### src/rtl/assert_macros.svh
// Assertion macros for the RTL files.
// Each macro expects a clock named clk and an active-high reset named rst in scope.
`ifndef ASSERT_MACROS_SVH
`define ASSERT_MACROS_SVH

// The expression must hold at every clock edge outside reset.
`define AST_ALWAYS(lbl, expr, msg) \
  lbl: assert property (@(posedge clk) disable iff (rst) (expr)) else $error(msg);

// The consequent must hold in the same cycle as the antecedent.
`define AST_IMPLY(lbl, ante, cons, msg) \
  lbl: assert property (@(posedge clk) disable iff (rst) (ante) |-> (cons)) else $error(msg);

// The consequent must hold in the cycle after the antecedent.
`define AST_NEXT(lbl, ante, cons, msg) \
  lbl: assert property (@(posedge clk) disable iff (rst) (ante) |=> (cons)) else $error(msg);

`endif

### src/rtl/macsm_pkg.sv
// ----------------------------------------------------------------------------
// macsm_pkg: shared types and helpers for the axis state machine
// Axis states, command codes, motion modes, register indexes and the
// position and transition helper functions.
// ----------------------------------------------------------------------------
`default_nettype none

package macsm_pkg;

  typedef enum logic [2:0] {
    ST_DISABLED   = 3'd0,
    ST_STANDSTILL = 3'd1,
    ST_HOMING     = 3'd2,
    ST_STOPPING   = 3'd3,
    ST_DISCRETE   = 3'd4,
    ST_CONTINUOUS = 3'd5,
    ST_ERRORSTOP  = 3'd6
  } axis_state_t;

  typedef enum logic [2:0] {
    OP_LOAD     = 3'd0,
    OP_START    = 3'd1,
    OP_ACTIVATE = 3'd2,
    OP_CHECK    = 3'd3,
    OP_COMPLETE = 3'd4,
    OP_ABORT    = 3'd5
  } op_t;

  typedef enum logic [2:0] {
    MODE_NONE     = 3'd0,
    MODE_ABSOLUTE = 3'd1,
    MODE_RELATIVE = 3'd2,
    MODE_ADDITIVE = 3'd3,
    MODE_HALT     = 3'd4,
    MODE_STOP     = 3'd5,
    MODE_VELOCITY = 3'd6
  } motion_mode_t;

  typedef enum logic [1:0] {
    REG_MOTION_MODE     = 2'd0,
    REG_TARGET_POSITION = 2'd1,
    REG_TARGET_VELOCITY = 2'd2,
    REG_VEL_TOLERANCE   = 2'd3
  } cfg_reg_t;

  typedef struct packed {
    logic error;
    logic aborted;
    logic active;
    logic busy;
    logic done;
  } status_t;

  // 0.015 in Q0.32, truncated.
  localparam logic [25:0] WINDOW_Q32 = 26'd64424509;

  localparam logic [31:0] POS_MAX = 32'h7FFF_FFFF;
  localparam logic [31:0] POS_MIN = 32'h8000_0000;

  // Magnitude of the difference of two signed 32-bit values.
  function automatic logic [31:0] abs_diff(input logic [31:0] a, input logic [31:0] b);
    logic [32:0] d;
    logic [32:0] n;
    d = {a[31], a} - {b[31], b};
    n = -d;
    return d[32] ? n[31:0] : d[31:0];
  endfunction

  // True when the axis may move from cur to want.
  function automatic logic legal_move(input axis_state_t cur, input axis_state_t want);
    logic ok;
    case (cur)
      ST_STANDSTILL: ok = (want != ST_DISABLED);
      ST_HOMING:     ok = (want == ST_ERRORSTOP) || (want == ST_HOMING) ||
                          (want == ST_STOPPING) || (want == ST_STANDSTILL);
      ST_STOPPING:   ok = (want == ST_ERRORSTOP) || (want == ST_STOPPING) ||
                          (want == ST_STANDSTILL);
      ST_DISCRETE:   ok = (want == ST_ERRORSTOP) || (want == ST_STOPPING) ||
                          (want == ST_STANDSTILL) || (want == ST_DISCRETE) ||
                          (want == ST_CONTINUOUS);
      ST_CONTINUOUS: ok = (want == ST_ERRORSTOP) || (want == ST_STOPPING) ||
                          (want == ST_CONTINUOUS) || (want == ST_DISCRETE);
      default:       ok = 1'b0;
    endcase
    return ok;
  endfunction

endpackage

`default_nettype wire

### src/rtl/motion_command_axis_state_machine_unit.sv
// ----------------------------------------------------------------------------
// motion_command_axis_state_machine_unit
// Tracks one motion command against the axis state diagram: axis state,
// command status flags, error code, end targets and the done check.
// ----------------------------------------------------------------------------
//  channel | dir | handshake           | payload
//  --------+-----+---------------------+--------------------------------------------------
//  command | in  | cmd_valid/cmd_stall | op, position/velocity_value, ref_position, ...
//  result  | out | res_valid/res_stall | axis_state, flags, fault_code, mission_done
//  config  | in  | cfg_valid/cfg_ready | cfg_index, cfg_data
//
// One command beat per cycle while the result channel is not stalled; each
// command waits in the input register, then the state update and
// the done check (one 32x26 multiply and compares) fill the result register.
// Reset is synchronous: it clears the axis state, flags and targets and sets
// the velocity tolerance to one. A stalled result holds the result register;
// the input register then holds too and cmd_stall rises while it is full.
// cfg_ready is always high.
// ----------------------------------------------------------------------------
`default_nettype none
`include "assert_macros.svh"

module motion_command_axis_state_machine_unit
  import macsm_pkg::*;
(
  input  wire logic        clk,
  input  wire logic        rst,
  // command channel
  input  wire logic        cmd_valid,
  output logic             cmd_stall,
  input  wire logic [2:0]  op,
  input  wire logic [31:0] position_value,
  input  wire logic [31:0] velocity_value,
  input  wire logic [31:0] ref_position,
  input  wire logic        axis_enabled,
  input  wire logic [2:0]  state_value,
  // result channel
  output logic             res_valid,
  input  wire logic        res_stall,
  output logic [2:0]       axis_state,
  output logic             done_res,
  output logic             busy_res,
  output logic             active,
  output logic             aborted,
  output logic             error_flag,
  output logic             fault_code,
  output logic             mission_done,
  // configuration channel
  input  wire logic        cfg_valid,
  output logic             cfg_ready,
  input  wire logic [1:0]  cfg_index,
  input  wire logic [31:0] cfg_data
);

  // configuration registers
  logic [2:0]  motion_mode;
  logic [31:0] target_position;
  logic [31:0] target_velocity;
  logic [15:0] vel_tolerance;

  // command state
  axis_state_t st, st_next;
  logic [31:0] start_position, start_position_next;
  logic [31:0] end_position, end_position_next;
  logic [31:0] end_velocity, end_velocity_next;
  logic [31:0] span, span_next;   // |start_position - end_position|
  status_t     flags, flags_next;
  logic        err, err_next;
  logic        mission;

  // input register
  logic        s_valid;
  logic [2:0]  s_op;
  logic [31:0] s_pos;
  logic [31:0] s_vel;
  logic [31:0] s_ref;
  logic        s_enabled;
  logic [2:0]  s_state_value;

  logic cmd_take;
  logic adv;
  logic s_fire;

  assign adv       = !res_valid || !res_stall;
  assign s_fire    = s_valid && adv;
  assign cmd_stall = s_valid && !adv;
  assign cmd_take  = cmd_valid && !cmd_stall;
  assign cfg_ready = 1'b1;

  always_ff @(posedge clk) begin
    if (rst) begin
      motion_mode     <= MODE_NONE;
      target_position <= '0;
      target_velocity <= '0;
      vel_tolerance   <= 16'd1;
    end else if (cfg_valid && cfg_ready) begin
      case (cfg_reg_t'(cfg_index))
        REG_MOTION_MODE:     motion_mode     <= cfg_data[2:0];
        REG_TARGET_POSITION: target_position <= cfg_data;
        REG_TARGET_VELOCITY: target_velocity <= cfg_data;
        REG_VEL_TOLERANCE:   vel_tolerance   <= cfg_data[15:0];
        default: ;
      endcase
    end
  end

  always_ff @(posedge clk) begin
    if (rst) begin
      s_valid <= 1'b0;
    end else if (cmd_take) begin
      s_valid <= 1'b1;
    end else if (s_fire) begin
      s_valid <= 1'b0;
    end
  end

  always_ff @(posedge clk) begin
    if (cmd_take) begin
      s_op          <= op;
      s_pos         <= position_value;
      s_vel         <= velocity_value;
      s_ref         <= ref_position;
      s_enabled     <= axis_enabled;
      s_state_value <= state_value;
    end
  end

  // End position for relative and additive starts, saturated, and the
  // matching span computed in parallel rather than from the saturated sum.
  logic [32:0] rel_sum;
  logic [32:0] add_sum;
  logic        rel_ovf;
  logic        add_ovf;
  logic [31:0] rel_end;
  logic [31:0] add_end;
  logic [33:0] add_d;
  logic [33:0] add_n;
  logic [31:0] add_raw;
  logic [31:0] rel_span;
  logic [31:0] add_span;

  assign rel_sum = {s_pos[31], s_pos} + {target_position[31], target_position};
  assign add_sum = {s_ref[31], s_ref} + {target_position[31], target_position};
  assign rel_ovf = rel_sum[32] ^ rel_sum[31];
  assign add_ovf = add_sum[32] ^ add_sum[31];
  assign rel_end = rel_ovf ? (rel_sum[32] ? POS_MIN : POS_MAX) : rel_sum[31:0];
  assign add_end = add_ovf ? (add_sum[32] ? POS_MIN : POS_MAX) : add_sum[31:0];

  assign add_d   = {{2{s_pos[31]}}, s_pos} - {{2{s_ref[31]}}, s_ref}
                 - {{2{target_position[31]}}, target_position};
  assign add_n   = -add_d;
  assign add_raw = add_d[33] ? add_n[31:0] : add_d[31:0];

  assign rel_span = rel_ovf ? abs_diff(s_pos, rel_end) : abs_diff(target_position, '0);
  assign add_span = add_ovf ? abs_diff(s_pos, add_end) : add_raw;

  // Done check: the position window is 0.015 of the commanded travel.
  logic [57:0] win_prod;
  logic [25:0] win;
  logic [31:0] pos_err;
  logic [31:0] vel_err;
  logic        pos_ok;
  logic        vel_ok;

  assign win_prod = {26'b0, span} * {32'b0, WINDOW_Q32};
  assign win      = win_prod[57:32];
  assign pos_err  = abs_diff(s_pos, end_position);
  assign vel_err  = abs_diff(s_vel, end_velocity);
  assign pos_ok   = pos_err < {6'b0, win};
  assign vel_ok   = vel_err < {16'b0, vel_tolerance};

  always_comb begin
    axis_state_t want;
    logic        req;
    st_next             = st;
    start_position_next = start_position;
    end_position_next   = end_position;
    end_velocity_next   = end_velocity;
    span_next           = span;
    flags_next          = flags;
    err_next            = err;
    mission             = 1'b0;
    want                = ST_DISABLED;
    req                 = 1'b0;
    case (s_op)
      OP_LOAD: begin
        if (s_state_value <= ST_ERRORSTOP) begin
          st_next = axis_state_t'(s_state_value);
        end
      end
      OP_START: begin
        start_position_next = s_pos;
        case (motion_mode)
          MODE_ABSOLUTE: begin
            end_position_next = target_position;
            end_velocity_next = '0;
            span_next         = abs_diff(s_pos, target_position);
          end
          MODE_RELATIVE: begin
            end_position_next = rel_end;
            end_velocity_next = '0;
            span_next         = rel_span;
          end
          MODE_ADDITIVE: begin
            end_position_next = add_end;
            end_velocity_next = '0;
            span_next         = add_span;
          end
          MODE_HALT, MODE_STOP: begin
            end_position_next = '0;
            end_velocity_next = '0;
            span_next         = abs_diff(s_pos, '0);
          end
          MODE_VELOCITY: begin
            end_position_next = '0;
            end_velocity_next = target_velocity;
            span_next         = abs_diff(s_pos, '0);
          end
          default: begin
            span_next = abs_diff(s_pos, end_position);
          end
        endcase
      end
      OP_ACTIVATE, OP_COMPLETE: begin
        case (motion_mode)
          MODE_ABSOLUTE, MODE_RELATIVE, MODE_ADDITIVE, MODE_HALT: begin
            req  = 1'b1;
            want = (s_op == OP_ACTIVATE) ? ST_DISCRETE : ST_STANDSTILL;
          end
          MODE_VELOCITY: begin
            req  = 1'b1;
            want = ST_CONTINUOUS;
          end
          MODE_STOP: begin
            req  = 1'b1;
            want = (s_op == OP_ACTIVATE || s_enabled) ? ST_STOPPING : ST_STANDSTILL;
          end
          default: begin
            req = 1'b0;
          end
        endcase
        if (req && !legal_move(st, want)) begin
          flags_next = '{error: 1'b1, default: 1'b0};
          err_next   = 1'b1;
        end else begin
          if (req) begin
            st_next = want;
          end
          if (s_op == OP_ACTIVATE) begin
            flags_next = '{busy: 1'b1, active: 1'b1, default: 1'b0};
          end else begin
            flags_next = '{done: 1'b1, default: 1'b0};
          end
        end
      end
      OP_CHECK: begin
        case (motion_mode)
          MODE_ABSOLUTE, MODE_RELATIVE, MODE_ADDITIVE: mission = pos_ok && vel_ok;
          MODE_HALT, MODE_STOP, MODE_VELOCITY:         mission = vel_ok;
          default:                                     mission = 1'b0;
        endcase
      end
      OP_ABORT: begin
        flags_next = '{aborted: 1'b1, default: 1'b0};
      end
      default: ;
    endcase
  end

  always_ff @(posedge clk) begin
    if (rst) begin
      st             <= ST_DISABLED;
      start_position <= '0;
      end_position   <= '0;
      end_velocity   <= '0;
      span           <= '0;
      flags          <= '0;
      err            <= 1'b0;
    end else if (s_fire) begin
      st             <= st_next;
      start_position <= start_position_next;
      end_position   <= end_position_next;
      end_velocity   <= end_velocity_next;
      span           <= span_next;
      flags          <= flags_next;
      err            <= err_next;
    end
  end

  always_ff @(posedge clk) begin
    if (rst) begin
      res_valid <= 1'b0;
    end else if (adv) begin
      res_valid <= s_valid;
    end
  end

  always_ff @(posedge clk) begin
    if (s_fire) begin
      axis_state   <= st_next;
      done_res     <= flags_next.done;
      busy_res     <= flags_next.busy;
      active       <= flags_next.active;
      aborted      <= flags_next.aborted;
      error_flag   <= flags_next.error;
      fault_code   <= err_next;
      mission_done <= mission;
    end
  end

  // A reported error always carries the sticky violation code.
  `AST_IMPLY(a_err_code, res_valid && error_flag, fault_code, "error flag without fault code")
  // Busy and active are only ever set together.
  `AST_IMPLY(a_busy_active, res_valid, busy_res == active, "busy and active disagree")
  // The stored span always tracks the stored start and end positions.
  `AST_ALWAYS(a_span, span == abs_diff(start_position, end_position), "span out of step")
  // A command leaving the input register produces a result in the next cycle.
  `AST_NEXT(a_res_after_fire, s_fire, res_valid, "result missing after command")

endmodule

`default_nettype wire

### config.mk
export PLATFORM = sky130hd
export DESIGN_NAME = motion_command_axis_state_machine_unit
export DESIGN_NICKNAME = d
export VERILOG_FILES = /design/src/rtl/macsm_pkg.sv /design/src/rtl/motion_command_axis_state_machine_unit.sv
export VERILOG_INCLUDE_DIRS = /design/src /design/src/rtl
export SDC_FILE = /design/constraint.sdc
export NUM_CORES = 2
export LEC_CHECK = 0
export BUFFER_PORTS_ARGS = -buffer_cell sky130_fd_sc_hd__buf_2
export CAP_MARGIN = 15
export CORE_MARGIN = 2
export CORE_UTILIZATION = 56
export DETAILED_ROUTE_END_ITERATION = 12
export PLACE_DENSITY = 0.85
export SYNTH_ARGS = -nofsm -noshare
export SYNTH_HDL_FRONTEND = slang
export SYNTH_SLANG_ARGS = --single-unit
### constraint.sdc
create_clock -name clk -period 8.65 [get_ports clk]
set_input_delay 0 -clock clk [delete_from_list [all_inputs] [get_ports clk]]
set_output_delay 0 -clock clk [all_outputs]
set_load 0.02 [all_outputs]
Word-level counts from Yosys, hierarchy flattened
Cells that the tools add are included.
{"block": "totals", "word_cells": 155, "mem_bits_rw": 0, "rom_bits": 0, "mem_count": 0, "ff_bits": 303, "output_inout_bits": 13, "latch_bits": 0}
{"block": "op_classes", "n_mux": 37, "n_reduce_logical": 40, "order_cmp": 3, "n_mul": 1, "n_addsub": 17, "n_div": 0, "n_bitwise": 2, "eq_ne": 25, "n_shift": 0}
{"cell": "$mux W32", "n": 14}
{"cell": "$neg A32 Y32", "n": 8}
{"cell": "$pmux W32 S4", "n": 2}
{"cell": "$sub A32 B32 Y33", "n": 6}
{"cell": "$add A32 B32 Y33", "n": 2}
{"cell": "$pmux W32 S2", "n": 1}
{"cell": "$mul A32 B26 Y58 const B", "n": 1}
{"cell": "$sub A33 B32 Y34", "n": 1}
{"cell": "$lt A32 B16 Y1", "n": 1}
{"cell": "$lt A32 B26 Y1", "n": 1}
{"cell": "$eq A3 B3 Y1 const B", "n": 10}
{"cell": "$eq A3 B2 Y1 const B", "n": 8}
{"cell": "$mux W3", "n": 6}
{"cell": "$eq A3 B1 Y1 const B", "n": 4}
{"cell": "$logic_or A1 B1 Y1", "n": 11}
{"cell": "$pmux W5 S2", "n": 1}
{"cell": "$reduce_and A2 Y1", "n": 5}
{"cell": "$pmux W3 S3", "n": 1}
{"cell": "$mux W1", "n": 7}
{"cell": "$pmux W3 S2", "n": 1}
{"cell": "$reduce_and A3 Y1", "n": 2}
{"cell": "$reduce_or A3 Y1", "n": 2}
{"cell": "$reduce_or A6 Y1", "n": 1}
{"cell": "$logic_and A1 B1 Y1", "n": 5}
{"cell": "17 further kinds", "n": 24}

Depth between registers and ports, before layout
{"block": "logic_depth", "word_depth": 16, "depth_mapped": 39}

Worst setup path after synthesis
No wires, ideal clock.
{"block": "synth_timing", "kind": "register to register", "start": "register span[7]", "end": "register mission_done (data pin)", "path_slack_ns": -0.467, "stages_incl_launch_ff": 38, "setup_ns": 0.190, "path_buffers": 0, "arrival_time_ns": 8.927, "synth_period_minus_slack_ns": 9.117, "t_required_ns": 8.460, "cell_sequence": "dfxtp_1 -> fa_1 -> inv_1 -> fa_1 -> fa_1 -> inv_1 -> fa_1 -> fa_1 -> fa_1 -> inv_1 -> fa_1 -> inv_1 -> ha_1 -> a21o_1 -> a21o_1 -> a21oi_1 -> nand3_1 -> o211a_1 -> (+2 left out) -> a21oi_1 -> nor2b_1 -> nor2_1 -> xor2_1 -> ha_1 -> a21o_1 -> a21o_1 -> a21o_1 -> a21o_1 -> a21o_1 -> a21oi_1 -> nor2b_1 -> o21ai_0 -> nand2b_1 -> a2111oi_0 -> o211ai_1 -> or4_1 -> a2111oi_2"}
{"block": "synth_between", "elab_chain_len": 4}
{"item": "from (decl)", "line": "motion_command_axis_state_machine_unit.sv:66", "rtl": "logic [31:0] span, span_next;"}
{"item": "from (signal assigned)", "line": "motion_command_axis_state_machine_unit.sv:284", "rtl": "span <= span_next;"}
{"item": "$mul A32 B26 Y58", "line": "motion_command_axis_state_machine_unit.sv:165", "rtl": "assign win_prod = {26'b0, span} * {32'b0, WINDOW_Q32};"}
{"item": "$lt A32 B26 Y1", "line": "motion_command_axis_state_machine_unit.sv:169", "rtl": "assign pos_ok = pos_err < {6'b0, win};"}
{"item": "$logic_and A1 B1 Y1", "line": "motion_command_axis_state_machine_unit.sv:258", "rtl": "MODE_ABSOLUTE, MODE_RELATIVE, MODE_ADDITIVE: mission = pos_ok && vel_ok;"}
{"item": "$pmux W1 S2", "line": "motion_command_axis_state_machine_unit.sv:257", "rtl": "case (motion_mode)"}
{"item": "to (signal assigned)", "line": "motion_command_axis_state_machine_unit.sv:307", "rtl": "mission_done <= mission;"}
{"item": "to (decl)", "line": "motion_command_axis_state_machine_unit.sv:47", "rtl": "output logic mission_done,"}
No other way between the ends.
A chain may end at the register's enable or synchronous reset.

Worst setup path after layout
{"block": "layout_timing", "start": "register span[10]", "end": "register mission_done (data pin)"}
The elaborated chain is that of the path after synthesis.

==> reports/metrics.csv <==
metric,value,unit
critical_path_arrival,9.55,ns
period_share,106,%
status,finished with violations,
core,88400,um^2
grt_use_total,44.9,%
postRouteAntennaNets,0,
clk_pin_slew,0.07,ns
synth_top_cell_area_share,17.0,%
slew_viol_final,0,
crit_type,register to register,
netlist_instances,6106,
port_buffers,153,
p_total,0.00846,W
endpoint_kind,register,
critPathSlowestCell,fa_1,
synthToLayoutAreaGrowth,20.7,%
worst_pin_slew,1.20,ns
drc,1,
clock_latency,0.63,ns
grt_pass1_vias,52268,
drtIter0Drc,5916,
power_density,140,nW/um^2
wl_per_cell,25.7,um
async_flop_share,0,%
finClkSkew,0.0375,ns
synth_area_leaders,"ha_1, fa_1, dfxtp_1",
grt-ovfl-total,0,
cts_tree,built,
slowest_delay,0.69,ns
synth_common_cells,"inv_1, ha_1, a21oi_1",
synthFlopType,dfxtp_1,
htree_levels,2,
finalHoldViolCount,0,
avgSynthCellArea,8.18,um^2
clk_path_buf_depth,3,
pre_cts_ws,-0.587,ns
rows,109,
yosys.area.top_type,ha_1,
synth_edf_count,113,
grt_max_degree,94,
dr.pass1.iters,13,
ys_warn_count,0,
place_hpwl,167000,um
path_common_cell,ha_1,
grt_pass1_wl,310000,um
setup_viol_count_final,1,
chipWidth,303,um
fp.dieH,303,um
root_buffer,clkbuf_16,
dieArea,91600,um^2
critPathRequiredTime,9.06,ns
leakagePower,28.0,nW
numCtsBuffers,41,
rsz0062_at_grt,yes,
start_util,56.5,%
drv_cap,0,
ys_seq_area_share,14.4,%
period_minus_slack,9.14,ns
synth.most_common_cell,inv_1,
peakVddDrop,0.218,mV
violations,"DRC, setup timing",
synth.net_count,7301,
syn_area,50000,um^2
clock.fmax,109,MHz
crit_fanout,8,
final_layout_size_suffix_gt1_share,16.1,%
antenna_found_initial,5,
gp_congestion,1.09,
synth-seq-cells,303,
avgViaCountPerCell,6.42,
cts_sinks,303,
vias,52345,
setup_tns,-0.487,ns
slew_headroom,19.7,%
ios,155,
start_kind,register,
hold_class,input pin to register,
worst_slack,-0.487,ns
ys_types,113,
finalNetCount,8148,
routed_wl,210000,um
-- sequential cells by signal, summed over array words and instances (netlist names), 3 cells and up --
signal           count
s_pos               32
s_ref               32
s_vel               32
vel_tolerance       16
end_velocity        32
target_velocity     32
s_op                 3
span                32
end_position        32
s_state_value        3
st                   3
axis_state           3
target_position     32
motion_mode          3
flags                5
-- kinds of logic after synthesis --
family | synth area share (%)
AOI/OAI and AO/OA | 21.1
other | 0.00750
DFF | 14.4
muxes | 1.07
and+or+nand+nor | 15.9
adders and majority gates | 32.2
xor gates and xnor gates | 7.67
buffers and inverters | 7.64
-- layout by cell type, fill, tap and decap left out, types with 31 or more instances in the layout --
cell type      netlist  routed
inv_1              766     753
buf_4                1     732
ha_1               679     669
nand2_1            523     521
a21oi_1            525     516
fa_1               374     360
nor2_1             321     319
o21ai_0            292     285
xnor2_1            277     277
dfxtp_1            190     180
xor2_1             159     158
buf_2               11     152
nand3_1            147     146
dlygate4sd3_1        0     145
a21o_1             133     133
nor3_1             129     128
edfxtp_1           113     113
a211oi_1            79      78
a31oi_1             65      65
nand4_1             62      62
o31ai_1             57      56
nand2b_1            54      54
and3_1              51      51
mux2i_1             51      51
nor2b_1             53      50
o21a_1              49      49
o211ai_1            47      47
clkbuf_16            0      46
nor4_1              43      42
or3_1               40      40
and2_1              38      38
or2_2               33      33
a221oi_1            31      31
-- layer usage --
metal  vias up  wire length, um  track usage, %
li1      23180                -               -
met1     24941            76900            53.8
met2      3293            92100            71.2
met3       925            23100            11.3
met4         6            17400            30.5
met5         -               39               0
-- cell type report --
type / instances / area (um^2)
antenna: 1 / 2.50
multi-input combinational: 4795 / 39300
clock inverter: 24 / 322
tap: 1165 / 1460
inverter: 769 / 2890
clock buffer: 52 / 1190
sequential: 303 / 7230
fill: 7047 / 28100
timing repair buffer: 1043 / 7950
-- what timing repair did --
item,CTS,global route
hold endpoints to repair,220,0
pin swaps,19,86
hold buffers,145,0
gates resized for setup,12,58
setup endpoints to repair,1,12
buffers inserted,2,8
-- through the flow --
step	std cells	util, %	hold WS, ns	instance area (um^2)
4_1_cts	8142	67.9	0.0440	60000
3_3_place_gp	7919	64.5	0.176	57000
6_report	8152	68.3	0.0756	60300
2_1_floorplan	6106	-	0.0989	50000
5_1_grt	8151	68.3	0.0856	60300
3_5_place_dp	7919	64.5	0.178	57000
-- report_power, final --
part / switching, W / internal [W] / total, W
Combinational: 0.00286 / 0.00206 / 0.00492
Sequential: 0.0000469 / 0.00153 / 0.00158
Clock: 0.000798 / 0.00117 / 0.00197
-- final timing paths --
check / from / to / slack (ns) / depth (start not counted)
worst max-delay path: span[10] / mission_done / -0.49 / 34
worst min-delay path: ref_position[2] / s_ref[2] / 0.08 / 2
worst max register to register: span[10] / mission_done / -0.49 / 34
worst min register to register: target_velocity[19] / end_velocity[19] / 0.44 / 2
-- critical path: cells and delay by family, from the launching register on --
kind            cells  cell delay (ns)
simple gates        4             0.99
compound gates     14             3.22
flops               1             0.39
buf+inv             6             0.60
fa+ha+maj           9             3.56
xor+xnor            1             0.18
(Power assumes the default switching activity.)
